`src/hdl/mjdc_pkg.sv`:
```
// mjdc_pkg: constants and types for the mjd to calendar time core
// widths, divider reciprocals and calendar constants; no dependencies
`default_nettype none

package mjdc_pkg;

    // input field widths
    localparam int DAY_NUMBER_BITS = 20;
    localparam int FRACTION_BITS   = 32;

    // stream payload widths, packed from bit 0 and padded to whole bytes
    localparam int IN_FIELD_BITS  = DAY_NUMBER_BITS + FRACTION_BITS;
    localparam int IN_DATA_BITS   = ((IN_FIELD_BITS + 7) / 8) * 8;
    localparam int OUT_FIELD_BITS = 13 + 4 + 5 + 5 + 6 + 6 + 32;
    localparam int OUT_DATA_BITS  = ((OUT_FIELD_BITS + 7) / 8) * 8;

    // julian day number algorithm constants
    localparam int JDN_OFFSET   = 2400001;
    localparam int JDN_BIAS     = 32044;
    localparam int DAY_OFFSET   = JDN_OFFSET + JDN_BIAS;
    localparam int DAYS_400Y    = 146097;
    localparam int DAYS_4Y      = 1461;
    localparam int DAYS_5M      = 153;
    localparam int YEAR_BIAS    = 4800;
    localparam int YEARS_CENT   = 100;

    // first divide: (4a+3) / 146097, width follows the day number width
    localparam int A_MAX        = (1 << DAY_NUMBER_BITS) - 1 + DAY_OFFSET;
    localparam int X1_BITS      = $clog2(4 * A_MAX + 4);
    localparam int A_BITS       = X1_BITS - 2;
    localparam int Q1_MAX       = (4 * A_MAX + 3) / DAYS_400Y;
    localparam int Q1_BITS      = $clog2(Q1_MAX + 1);
    localparam int M1           = (1 << X1_BITS) / DAYS_400Y;
    localparam int M1_BITS      = $clog2(M1 + 1);
    localparam int R1_BITS      = 19;   // raw remainder below twice the divisor

    // second divide: (4c+3) / 1461, x below 2^18
    localparam int X2_BITS      = 18;
    localparam int M2           = (1 << X2_BITS) / DAYS_4Y;
    localparam int Q2_BITS      = 7;
    localparam int R2_BITS      = 12;

    // third divide: (5e+2) / 153, x below 2^11
    localparam int X3_BITS      = 11;
    localparam int M3           = (1 << X3_BITS) / DAYS_5M;
    localparam int Q3_BITS      = 4;
    localparam int R3_BITS      = 9;

    // day from remainder / 5, exact below 1024
    localparam int DIV5_MUL     = 205;
    localparam int DIV5_SHIFT   = 10;

    localparam int YS_BITS      = Q1_BITS + 8;

    // time of day: 86400 = 675 * 128
    localparam int SECS_MUL     = 675;
    localparam int P_BITS       = FRACTION_BITS + 10;
    localparam int SF_BITS      = FRACTION_BITS - 7;
    localparam int SECS_BITS    = P_BITS - SF_BITS;
    localparam int SECS_HOUR    = 3600;
    localparam int SECS_MIN     = 60;
    localparam int M_HOUR       = (1 << SECS_BITS) / SECS_HOUR;
    localparam int M_MIN        = (1 << 12) / SECS_MIN;

    // pipeline depth
    localparam int STAGES       = 11;

    typedef struct packed {
        logic [31:0] sub;
        logic [5:0]  second;
        logic [5:0]  minute;
        logic [4:0]  hour;
    } t_tod;

endpackage

`default_nettype wire

```
`src/hdl/mjd_to_calendar_time_core.sv`:
```
// mjd_to_calendar_time_core: modified julian day and day fraction to date and time
// depends on mjdc_pkg for widths, reciprocals and the time of day struct
`default_nettype none

// Converts a modified julian day number and a 32-bit fraction of the day into a
// gregorian year, month and day plus hour, minute, whole second and a 32-bit
// sub-second fraction. The core takes one item per clock cycle while the output
// is not stalled, with no state between items. The pipeline depth is
// set by the date chain: an input stage that forms 4a+3, three divisions by
// constants (146097, 1461 and 153), each built as a reciprocal estimate, a
// remainder and a one-step correction in three register stages, plus a final stage
// for day, month and year. The time of day runs alongside in seven stages and is
// delayed to meet the date. Every stage has its own valid bit, so bubbles close up
// while the output is stalled and s_axis_tready stays high as long as any stage is
// empty.
module mjd_to_calendar_time_core
    import mjdc_pkg::*;
(
    input  wire logic                     i_clk,
    input  wire logic                     i_rst_n,
    // tdata: day_number, day_fraction, zero pad
    input  wire logic                     s_axis_tvalid,
    output logic                          s_axis_tready,
    input  wire logic [IN_DATA_BITS-1:0]  s_axis_tdata,
    // tdata: year, month, day_of_month, hour, minute, second, second_fraction, zero pad
    output logic                          m_axis_tvalid,
    input  wire logic                     m_axis_tready,
    output logic [OUT_DATA_BITS-1:0]      m_axis_tdata
);

    // ---------------------------------------------------------------
    // handshake: per-stage valid bits, a stage loads when it is empty
    // or its content moves on
    // ---------------------------------------------------------------
    logic [STAGES:1]   r_vld;
    logic [STAGES:1]   w_vin;
    logic [STAGES+1:1] w_rdy;

    always_comb begin
        w_rdy[STAGES+1] = m_axis_tready;
        for (int i = STAGES; i >= 1; i--) begin
            w_rdy[i] = !r_vld[i] || w_rdy[i+1];
        end
    end

    assign w_vin         = {r_vld[STAGES-1:1], s_axis_tvalid};
    assign s_axis_tready = w_rdy[1];
    assign m_axis_tvalid = r_vld[STAGES];

    always_ff @(posedge i_clk) begin
        if (!i_rst_n) begin
            r_vld <= '0;
        end else begin
            for (int i = 1; i <= STAGES; i++) begin
                if (w_rdy[i]) begin
                    r_vld[i] <= w_vin[i];
                end
            end
        end
    end

    // ---------------------------------------------------------------
    // input fields
    // ---------------------------------------------------------------
    logic [DAY_NUMBER_BITS-1:0] w_mjd;
    logic [FRACTION_BITS-1:0]   w_frac;

    assign w_mjd  = s_axis_tdata[DAY_NUMBER_BITS-1:0];
    assign w_frac = s_axis_tdata[DAY_NUMBER_BITS +: FRACTION_BITS];

    // ---------------------------------------------------------------
    // date chain, combinational terms per stage
    // ---------------------------------------------------------------
    logic [A_BITS-1:0]          w_a;
    logic [X1_BITS+M1_BITS-1:0] w_q1_prod;
    logic [X1_BITS-1:0]         w_r1_full;
    logic                       w_r1_ge;
    logic [R1_BITS-1:0]         w_r1;
    logic [X2_BITS+7:0]         w_q2_prod;
    logic [X2_BITS-1:0]         w_r2_full;
    logic                       w_r2_ge;
    logic [R2_BITS-1:0]         w_r2;
    logic [8:0]                 w_e;
    logic [X3_BITS+3:0]         w_q3_prod;
    logic [X3_BITS-1:0]         w_r3_full;
    logic                       w_r3_ge;
    logic [R3_BITS-1:0]         w_r3;
    logic [14:0]                w_div5;
    logic                       w_wrap;
    logic [YS_BITS-1:0]         w_year;

    // registers of the date chain, numbered by stage
    logic [X1_BITS-1:0] r1_x1,  r2_x1;
    logic [Q1_BITS-1:0] r2_q1e, r3_q1e;
    logic [R1_BITS-1:0] r3_r1raw;
    logic [Q1_BITS-1:0] r4_b, r5_b, r6_b, r7_b, r8_b, r9_b, r10_b;
    logic [X2_BITS-1:0] r4_x2, r5_x2;
    logic [Q2_BITS-1:0] r5_q2e, r6_q2e;
    logic [R2_BITS-1:0] r6_r2raw;
    logic [Q2_BITS-1:0] r7_d, r8_d, r9_d, r10_d;
    logic [X3_BITS-1:0] r7_x3, r8_x3;
    logic [Q3_BITS-1:0] r8_q3e, r9_q3e;
    logic [R3_BITS-1:0] r9_r3raw;
    logic [Q3_BITS-1:0] r10_m;
    logic [7:0]         r10_r3;
    logic [12:0]        r_year;
    logic [3:0]         r_month;
    logic [4:0]         r_day;

    // stage 1: a = mjd + jdn offset + bias, then 4a+3
    assign w_a = A_BITS'(w_mjd) + A_BITS'(DAY_OFFSET);

    // stage 2: quotient estimate by reciprocal, never above the true quotient
    assign w_q1_prod = (X1_BITS+M1_BITS)'(r1_x1) * (X1_BITS+M1_BITS)'(M1);

    // stage 3: raw remainder, below twice the divisor
    assign w_r1_full = r2_x1 - X1_BITS'(r2_q1e) * X1_BITS'(DAYS_400Y);

    // stage 4: correct by one, c = remainder / 4
    assign w_r1_ge = r3_r1raw >= R1_BITS'(DAYS_400Y);
    assign w_r1    = w_r1_ge ? r3_r1raw - R1_BITS'(DAYS_400Y) : r3_r1raw;

    // stage 5 to 7: same for 1461
    assign w_q2_prod = (X2_BITS+8)'(r4_x2) * (X2_BITS+8)'(M2);
    assign w_r2_full = r5_x2 - X2_BITS'(r5_q2e) * X2_BITS'(DAYS_4Y);
    assign w_r2_ge   = r6_r2raw >= R2_BITS'(DAYS_4Y);
    assign w_r2      = w_r2_ge ? r6_r2raw - R2_BITS'(DAYS_4Y) : r6_r2raw;
    assign w_e       = w_r2[10:2];

    // stage 8 to 10: same for 153, remainder gives the day
    assign w_q3_prod = (X3_BITS+4)'(r7_x3) * (X3_BITS+4)'(M3);
    assign w_r3_full = r8_x3 - X3_BITS'(r8_q3e) * X3_BITS'(DAYS_5M);
    assign w_r3_ge   = r9_r3raw >= R3_BITS'(DAYS_5M);
    assign w_r3      = w_r3_ge ? r9_r3raw - R3_BITS'(DAYS_5M) : r9_r3raw;

    // stage 11: day, month and year, march-based month wraps at 10
    assign w_div5 = 15'(r10_r3) * 15'(DIV5_MUL);
    assign w_wrap = r10_m >= Q3_BITS'(10);
    assign w_year = YS_BITS'(r10_b) * YS_BITS'(YEARS_CENT) + YS_BITS'(r10_d)
                  + YS_BITS'(w_wrap) - YS_BITS'(YEAR_BIAS);

    always_ff @(posedge i_clk) begin
        if (w_rdy[1]) begin
            r1_x1 <= {w_a, 2'b11};
        end
        if (w_rdy[2]) begin
            r2_x1  <= r1_x1;
            r2_q1e <= w_q1_prod[X1_BITS +: Q1_BITS];
        end
        if (w_rdy[3]) begin
            r3_q1e   <= r2_q1e;
            r3_r1raw <= w_r1_full[R1_BITS-1:0];
        end
        if (w_rdy[4]) begin
            r4_b  <= r3_q1e + Q1_BITS'(w_r1_ge);
            r4_x2 <= {w_r1[17:2], 2'b11};
        end
        if (w_rdy[5]) begin
            r5_b   <= r4_b;
            r5_x2  <= r4_x2;
            r5_q2e <= w_q2_prod[X2_BITS +: Q2_BITS];
        end
        if (w_rdy[6]) begin
            r6_b     <= r5_b;
            r6_q2e   <= r5_q2e;
            r6_r2raw <= w_r2_full[R2_BITS-1:0];
        end
        if (w_rdy[7]) begin
            r7_b  <= r6_b;
            r7_d  <= r6_q2e + Q2_BITS'(w_r2_ge);
            r7_x3 <= X3_BITS'(w_e) * X3_BITS'(5) + X3_BITS'(2);
        end
        if (w_rdy[8]) begin
            r8_b   <= r7_b;
            r8_d   <= r7_d;
            r8_x3  <= r7_x3;
            r8_q3e <= w_q3_prod[X3_BITS +: Q3_BITS];
        end
        if (w_rdy[9]) begin
            r9_b     <= r8_b;
            r9_d     <= r8_d;
            r9_q3e   <= r8_q3e;
            r9_r3raw <= w_r3_full[R3_BITS-1:0];
        end
        if (w_rdy[10]) begin
            r10_b  <= r9_b;
            r10_d  <= r9_d;
            r10_m  <= r9_q3e + Q3_BITS'(w_r3_ge);
            r10_r3 <= w_r3[7:0];
        end
        if (w_rdy[11]) begin
            r_year  <= w_year[12:0];
            r_month <= w_wrap ? r10_m - 4'd9 : r10_m + 4'd3;
            r_day   <= w_div5[14:DIV5_SHIFT] + 5'd1;
        end
    end

    // ---------------------------------------------------------------
    // time of day chain
    // ---------------------------------------------------------------
    logic [P_BITS-1:0]    w_p;
    logic [31:0]          w_sub32;
    logic [21:0]          w_hour_prod;
    logic [SECS_BITS-1:0] w_rem_full;
    logic                 w_rem_ge;
    logic [12:0]          w_rem;
    logic [17:0]          w_min_prod;
    logic [11:0]          w_sec_full;
    logic                 w_sec_ge;
    logic [6:0]           w_sec;

    logic [SECS_BITS-1:0] r1_secs, r2_secs;
    logic [31:0]          r1_sub, r2_sub, r3_sub, r4_sub, r5_sub, r6_sub;
    logic [4:0]           r2_hour_e, r3_hour_e, r4_hour, r5_hour, r6_hour;
    logic [12:0]          r3_rem_raw;
    logic [11:0]          r4_rem, r5_rem;
    logic [5:0]           r5_min_e, r6_min_e;
    logic [6:0]           r6_sec_raw;
    t_tod                 r_tod [7:STAGES];

    // seconds of day = fraction * 675 with 7 fewer fraction bits
    assign w_p = P_BITS'(w_frac) * P_BITS'(SECS_MUL);

    generate
        if (SF_BITS >= 32) begin : g_sub_trunc
            assign w_sub32 = w_p[SF_BITS-1 -: 32];
        end else begin : g_sub_pad
            assign w_sub32 = {w_p[SF_BITS-1:0], (32-SF_BITS)'(0)};
        end
    endgenerate

    // hour = secs / 3600 and minute / second from the remainder
    assign w_hour_prod = 22'(r1_secs) * 22'(M_HOUR);
    assign w_rem_full  = r2_secs - SECS_BITS'(r2_hour_e) * SECS_BITS'(SECS_HOUR);
    assign w_rem_ge    = r3_rem_raw >= 13'(SECS_HOUR);
    assign w_rem       = w_rem_ge ? r3_rem_raw - 13'(SECS_HOUR) : r3_rem_raw;
    assign w_min_prod  = 18'(r4_rem) * 18'(M_MIN);
    assign w_sec_full  = r5_rem - 12'(r5_min_e) * 12'(SECS_MIN);
    assign w_sec_ge    = r6_sec_raw >= 7'(SECS_MIN);
    assign w_sec       = w_sec_ge ? r6_sec_raw - 7'(SECS_MIN) : r6_sec_raw;

    always_ff @(posedge i_clk) begin
        if (w_rdy[1]) begin
            r1_secs <= w_p[P_BITS-1 -: SECS_BITS];
            r1_sub  <= w_sub32;
        end
        if (w_rdy[2]) begin
            r2_secs   <= r1_secs;
            r2_sub    <= r1_sub;
            r2_hour_e <= w_hour_prod[SECS_BITS +: 5];
        end
        if (w_rdy[3]) begin
            r3_sub     <= r2_sub;
            r3_hour_e  <= r2_hour_e;
            r3_rem_raw <= w_rem_full[12:0];
        end
        if (w_rdy[4]) begin
            r4_sub  <= r3_sub;
            r4_hour <= r3_hour_e + 5'(w_rem_ge);
            r4_rem  <= w_rem[11:0];
        end
        if (w_rdy[5]) begin
            r5_sub   <= r4_sub;
            r5_hour  <= r4_hour;
            r5_rem   <= r4_rem;
            r5_min_e <= w_min_prod[17:12];
        end
        if (w_rdy[6]) begin
            r6_sub     <= r5_sub;
            r6_hour    <= r5_hour;
            r6_min_e   <= r5_min_e;
            r6_sec_raw <= w_sec_full[6:0];
        end
        if (w_rdy[7]) begin
            r_tod[7].sub    <= r6_sub;
            r_tod[7].hour   <= r6_hour;
            r_tod[7].minute <= r6_min_e + 6'(w_sec_ge);
            r_tod[7].second <= w_sec[5:0];
        end
        // delay line to meet the date chain
        for (int i = 8; i <= STAGES; i++) begin
            if (w_rdy[i]) begin
                r_tod[i] <= r_tod[i-1];
            end
        end
    end

    // ---------------------------------------------------------------
    // output packing, year in the lowest bits
    // ---------------------------------------------------------------
    assign m_axis_tdata = OUT_DATA_BITS'({r_tod[STAGES].sub, r_tod[STAGES].second,
                                          r_tod[STAGES].minute, r_tod[STAGES].hour,
                                          r_day, r_month, r_year});

    // ---------------------------------------------------------------
    // assertions
    // ---------------------------------------------------------------
    a_full_stall: assert property (@(posedge i_clk) disable iff (!i_rst_n)
        (&r_vld) && !m_axis_tready |-> !s_axis_tready)
        else $error("input taken while every stage is full and stalled");

    a_date_range: assert property (@(posedge i_clk) disable iff (!i_rst_n)
        m_axis_tvalid |-> (r_month >= 4'd1) && (r_month <= 4'd12) && (r_day >= 5'd1))
        else $error("month or day out of range");

    a_time_range: assert property (@(posedge i_clk) disable iff (!i_rst_n)
        m_axis_tvalid |-> (r_tod[STAGES].hour <= 5'd23) && (r_tod[STAGES].minute <= 6'd59)
                          && (r_tod[STAGES].second <= 6'd59))
        else $error("time of day out of range");

    a_reset_empty: assert property (@(posedge i_clk)
        !i_rst_n |=> !m_axis_tvalid)
        else $error("output valid right after reset");

endmodule

`default_nettype wire

```
`config.mk`:
```
export PLATFORM = sky130hd
export DESIGN_NAME = mjd_to_calendar_time_core
export DESIGN_NICKNAME = d
export VERILOG_FILES = /design/src/hdl/mjdc_pkg.sv /design/src/hdl/mjd_to_calendar_time_core.sv
export SDC_FILE = /design/constraint.sdc
export NUM_CORES = 2
export LEC_CHECK = 0
export ABC_AREA = 1
export BUFFER_PORTS_ARGS = -buffer_cell sky130_fd_sc_hd__buf_2
export CORE_MARGIN = 2
export CORE_UTILIZATION = 35
export DETAILED_ROUTE_END_ITERATION = 7
export PLACE_DENSITY_LB_ADDON = 0.15
export SLEW_MARGIN = 10
export SYNTH_ARGS = -nofsm -noshare
export SYNTH_HDL_FRONTEND = slang
export SYNTH_SLANG_ARGS = --single-unit
```
`constraint.sdc`:
```
create_clock -name i_clk -period 7 [get_ports i_clk]
set_input_delay 0.35 -clock i_clk [delete_from_list [all_inputs] [get_ports i_clk]]
set_output_delay 0.35 -clock i_clk [all_outputs]
set_load 0.03 [all_outputs]
```
# ---- After elaboration in Yosys (flattened, before gate mapping)
# Memories as Yosys holds them, arrays and structs flattened.
# Index checks and enable logic that the tools add are counted.
dict set report totals {
  reg_bits 539
  ramBits 245
  n_memories 1
}
dict set report classes {
  n_addsub 23
  n_mul 14
  order_cmp 6
  mux 16
  n_reduce_logical 22
}
# memory words word_bits read_ports rd_clocked_by_memory_dff wr line_no
set memory_table {}
lappend memory_table {r_tod 5 49 5 0 5 mjd_to_calendar_time_core.sv:219} ;# t_tod r_tod [7:STAGES];
# op n
set op_table {}
lappend op_table {{multiplier 32 x 10 -> 42 bit, second input constant} 1}
lappend op_table {{multiplier 24 x 6 -> 30 bit, second input constant} 1}
lappend op_table {{multiplier 18 x 8 -> 25 bit, second input constant} 1}
lappend op_table {{adder 20 x 22 -> 22 bit, second input constant} 1}
lappend op_table {{multiplier 17 x 4 -> 20 bit, second input constant} 1}
lappend op_table {{>= comparator 19 x 18 -> 1 bit, second input constant} 1}
lappend op_table {{multiplier 7 x 18 -> 19 bit, second input constant} 1}
lappend op_table {{subtractor 19 bit} 1}
lappend op_table {{two-way mux 18 bit} 1}
lappend op_table {{subtractor 18 bit, second input constant} 1}
lappend op_table {{multiplier 12 x 5 -> 16 bit, second input constant} 1}
lappend op_table {{multiplier 11 x 4 -> 15 bit, second input constant} 1}
lappend op_table {{multiplier 8 x 8 -> 15 bit, second input constant} 1}
lappend op_table {{adder 7 x 1 -> 7 bit} 2}
lappend op_table {{adder 13 x 1 -> 13 bit} 1}
lappend op_table {{adder 13 x 7 -> 13 bit} 1}
lappend op_table {{>= comparator 13 x 12 -> 1 bit, second input constant} 1}
lappend op_table {{subtractor 13 bit} 1}
lappend op_table {{subtractor 13 bit, second input constant} 1}
lappend op_table {{>= comparator 12 x 11 -> 1 bit, second input constant} 1}
lappend op_table {{multiplier 7 x 11 -> 12 bit, second input constant} 1}
lappend op_table {{two-way mux 12 bit} 1}
lappend op_table {{subtractor 12 bit} 1}
lappend op_table {{subtractor 12 bit, second input constant} 1}
lappend op_table {{other kinds (27)} 56}

# ---- Logic depth before layout (Yosys ltp)
dict set report logic_depth {
  ltp_word 12
  mapped_depth 22
  mapped_depth_nobuf 22
}

# ---- Worst setup path after synthesis
# No wires, ideal clock.
dict set report synth_path {
  kind {register to register}
  from {register r_vld[11] in the netlist's numbering}
  to {register r1_secs[0] (enable)}
  arrival_ns 7.132
  required_ns 5.915
  setup_slack_ns -1.217
  stages_incl_launch_ff 6
  path_buffers 0
  cell_sequence {dfxtp_1 -> nand4_1 -> nor2_2 -> nand4_2 -> nor2_4 -> nand4_1}
}
dict set report synth_between {
  elab_chain_len 12
}
# element line_no
set synth_rtl {}
lappend synth_rtl {{from (decl)} mjd_to_calendar_time_core.sv:35} ;# logic [STAGES:1] r_vld;
lappend synth_rtl {{from (signal, indexed assignment)} mjd_to_calendar_time_core.sv:56} ;# r_vld[i] <= w_vin[i];
lappend synth_rtl {{zero test 1 bit} mjd_to_calendar_time_core.sv:42} ;# w_rdy[i] = !r_vld[i] || w_rdy[i+1];
lappend synth_rtl {{logical OR 1 bit (3 in series)} mjd_to_calendar_time_core.sv:42}
lappend synth_rtl {{via w_rdy (one bit)} mjd_to_calendar_time_core.sv:37} ;# logic [STAGES+1:1] w_rdy;
lappend synth_rtl {{logical OR 1 bit (4 in series)} mjd_to_calendar_time_core.sv:42}
lappend synth_rtl {{via w_rdy (one bit)} mjd_to_calendar_time_core.sv:37}
lappend synth_rtl {{logical OR 1 bit (4 in series)} mjd_to_calendar_time_core.sv:42}
lappend synth_rtl {{via s_axis_tready} mjd_to_calendar_time_core.sv:23} ;# output logic s_axis_tready,
lappend synth_rtl {{to (signal assigned)} mjd_to_calendar_time_core.sv:244} ;# r1_secs <= w_p[P_BITS-1 -: SECS_BITS];
lappend synth_rtl {{to (decl)} mjd_to_calendar_time_core.sv:212} ;# logic [SECS_BITS-1:0] r1_secs, r2_secs;
# The timed path passes the listed nets, and every way through them passes these cells.
# A chain may end at the register's enable or synchronous reset.

# ---- Worst setup path after layout
dict set report layout_path {
  from {register r10_r3[2]}
  to {register r_day[4], data pin}
}
dict set report layout_between {
  elab_chain_len 2
}
# element line_no
set layout_rtl {}
lappend layout_rtl {{from (decl)} mjd_to_calendar_time_core.sv:105} ;# logic [7:0] r10_r3;
lappend layout_rtl {{from (signal assigned)} mjd_to_calendar_time_core.sv:189} ;# r10_r3 <= w_r3[7:0];
lappend layout_rtl {{multiplier 8 x 8 -> 15 bit} mjd_to_calendar_time_core.sv:137} ;# assign w_div5 = 15'(r10_r3) * 15'(DIV5_MUL);
lappend layout_rtl {{adder 5 x 1 -> 5 bit} mjd_to_calendar_time_core.sv:194} ;# r_day <= w_div5[14:DIV5_SHIFT] + 5'd1;
lappend layout_rtl {{to (signal assigned)} mjd_to_calendar_time_core.sv:194}
lappend layout_rtl {{to (decl)} mjd_to_calendar_time_core.sv:108} ;# logic [4:0] r_day;
# Every way passes these cells.

==> metrics <==
Die Span Y 366 um; overall routing resource usage 0.133; worst-margin pin slew just under 1000 ps; Top Ports 134; initial antenna violation count 2; Hold Crit Class in -> reg; crit path max-delay cell type fa_1; Finished Layout Cells 6023; Tmin final 4410 ps; Clock Pin Slew Worst Setup and Hold Paths around 60 ps; Crit path top cell by count inv_1; crit path launch r10_r3[2]; yosys warns 0; Clk Latency, worst-skew pair ~660 ps; Top FF cell, synth edfxtp_1; fin area 51600 sq um; final worst setup slack 2590 ps; Worst path max stage delay 540 ps; R2R cell count 18; Final nets 5071; CP Capture Type flop; Unique masters post-synth between 50 and 60; largest net degree at the start of global routing 71; grt ovf 0; post-route ant nets 0; DR vias/cell 4.45; CTS Root Cell clkbuf_16; crit path max fanout 4; startpoint types flop; Layout area overhead 12.7%; Core Region between 100000 and 150000 sq um; end point of the critical path r_day[4]; Synth Area in Compound Gates 0.0479; Area after DPL about 50000 sq um; worst slack, placed 2410 ps; Die Width 366 um; status complete, no violations; clock sinks roughly 750; unrepaired setup endpoints after global routing false; Achievable Freq approximately 230 MHz; Setup violations, final 0; post-synthesis instance area 45800 sq um; fraction of the mapped netlist area in adder cells 0.258; first-pass GRT wire length 142000 um; main combinational cell family by area after synthesis adder cells; final core occ 0.398; sequential area share after synthesis 0.488; ys async rst share 0; Avg WL per Cell 14.2 um; Initial Util 0.353; CTS tree done; Placed Cells between 5k and 6k; GP Congestion 0.877; TritonCTS buffer count 84; vias in the first global route around 27k; Clock Path Buffers 3; drt total wl 85800 um; I/O Buffers 121; Final HPWL DP between 60000 and 70000 um; final hold violation count 0; fin crit share 0.630; worst path cell trace ha_1, inv_1, fa_1, inv_1, fa_1, inv_1, fa_1, inv_1, ha_1, nand2_1, inv_1, a21oi_1, nand3_1, nand2_1, ha_1, nand3_1, o21ai_0, nand2_1; flops & latches, synth 748; Rows 132; crit path kind reg -> reg; initial drt markers 1226; Critical Path RT 7410 ps; via count 26.8k; worst r2r src r10_r3[2]; Syn Area/Cell ~11 sq um; Mapped Cells 3993; First-pass DRT Iterations 5; RR Endpoint r_day[4]; FF-to-FF setup slack about 2600 ps; Synth Area in XOR/XNOR 0.0402; DR DRC count 0; layout cells sized above 1 0.0794; mux share of post-synthesis cell area 0.000246; die area ~130000 sq um; CTS H-tree depth 3; Simple-Gate Fraction of Synth Area 0.0976; Max-Slew Margin vs Limit 0.343; fin. max-slew vios 0; Final Skew 40.8 ps; max cap viols 0; Worst Path Arrival 4810 ps; fill count roughly 13k; Post-synth EDFFs 737
[metrics by stage]
step                TNS, ps  hold slack [ps]
floorplan            -29020              400
global placement          0              401
detailed placement        0              405
CTS                       0             2.34
global route              0             26.0
finish                    0             53.2
[logic make-up (layout without fill, tap and decap cells)]
group	count (synthesis)	in the layout
and+or+nand+nor	1042	1042
buffers and inverters	805	1085
adders and majority gates	799	799
DFF	748	748
AOI/OAI and AO/OA	388	388
xor gates and xnor gates	209	209
other	1	9
muxes	1	1
[registers in the layout (all words and copies together), names as in the netlist, 21 cells and up]
| register | flops |
|---|---|
| r2_sub | 25 |
| r5_sub | 25 |
| r4_sub | 25 |
| r1_sub | 25 |
| r3_sub | 25 |
| r_tod | 210 |
| r6_sub | 25 |
| r1_x1 | 21 |
[worst max-delay path, delay by kind of cell, from the launching register on]
family / cells / cell delay (ps)
adder cells (fa/ha/maj): 6 / 2480
AO/OA/AOI/OAI: 2 / 390
AND/OR/NAND/NOR: 5 / 560
flip-flops: 1 / 470
buffers and inverters: 5 / 270
[layout by cell type (no fill, tap or decap), types with 24 or more instances in the layout]
master / n
buf_2: 121
ha_1: 555
a21o_1: 24
fa_1: 244
inv_1: 778
xnor2_1: 70
nand2_1: 571
a21oi_1: 191
clkbuf_16: 85
nand3_1: 129
nand4_1: 46
nor2_1: 206
xor2_1: 138
o21ai_0: 94
edfxtp_1: 737
nor3_1: 28
[metal layers]
layer / GRT usage / part of all wire / vias up
met2: 0.221 / 0.47 / 308
met4: 0.0288 / 0.017 / 2
met5: 0 / 0.00015 / -
li1: - / - / 13750
met3: 0.0228 / 0.034 / 92
met1: 0.182 / 0.48 / 12648
[worst min path at each step]
stage / start / slack, ps / depth (start not counted) / end
5_1_grt: s_axis_tdata[15] / 30 / 2 / r1_x1[17]
4_1_cts: s_axis_tdata[14] / 2 / 2 / r1_x1[16]
3_5_place_dp: r9_b[1] / 400 / 0 / r10_b[1]
3_3_place_gp: r1_sub[11] / 400 / 0 / r2_sub[11]
6_report: s_axis_tdata[18] / 50 / 2 / r1_x1[22]
2_1_floorplan: r9_b[0] / 400 / 0 / r10_b[0]
[synthesized netlist by cell type (all sizes together), types with 6 or more instances]
| master | count | share of area |
|---|---|---|
| a21o | 24 | 0.0039 |
| a21oi | 196 | 0.022 |
| a31oi | 8 | 0.0011 |
| buf | 10 | 0.0017 |
| dfxtp | 11 | 0.0048 |
| edfxtp | 737 | 0.48 |
| fa | 244 | 0.11 |
| ha | 555 | 0.15 |
| inv | 792 | 0.065 |
| nand2 | 595 | 0.051 |
| nand3 | 137 | 0.016 |
| nand3b | 6 | 0.0011 |
| nand4 | 47 | 0.0066 |
| nor2 | 216 | 0.018 |
| nor3 | 30 | 0.0035 |
| o211ai | 6 | 0.00098 |
| o21ai | 109 | 0.012 |
| o21bai | 18 | 0.0030 |
| xnor2 | 70 | 0.013 |
| xor2 | 139 | 0.027 |
[area by class of cell]
class / count / area, sq um / share of cell area
Clock buffer: 99 / 2220 / 0.0431
Clock inverter: 55 / 651 / 0.0126
Sequential cell: 748 / 22400 / 0.434
Timing Repair Buffer: 137 / 738 / 0.0143
Tap cell: 1742 / 2180 / 0.0423
Multi-Input combinational cell: 2447 / 20400 / 0.396
Antenna cell: 1 / 2.50 / 0.0000485
Inverter: 794 / 2980 / 0.0579
[timing repair]
item / CTS / global route
endpoints found under the hold margin: 6 / 0
hold buffers: 5 / 0
setup buffers: 0 / 0
gates resized for setup: 0 / 0
setup endpoints to repair: 0 / 0
Power is not shown: default switching activity piles up to over one toggle a cycle in this logic, so the estimate is an artifact.
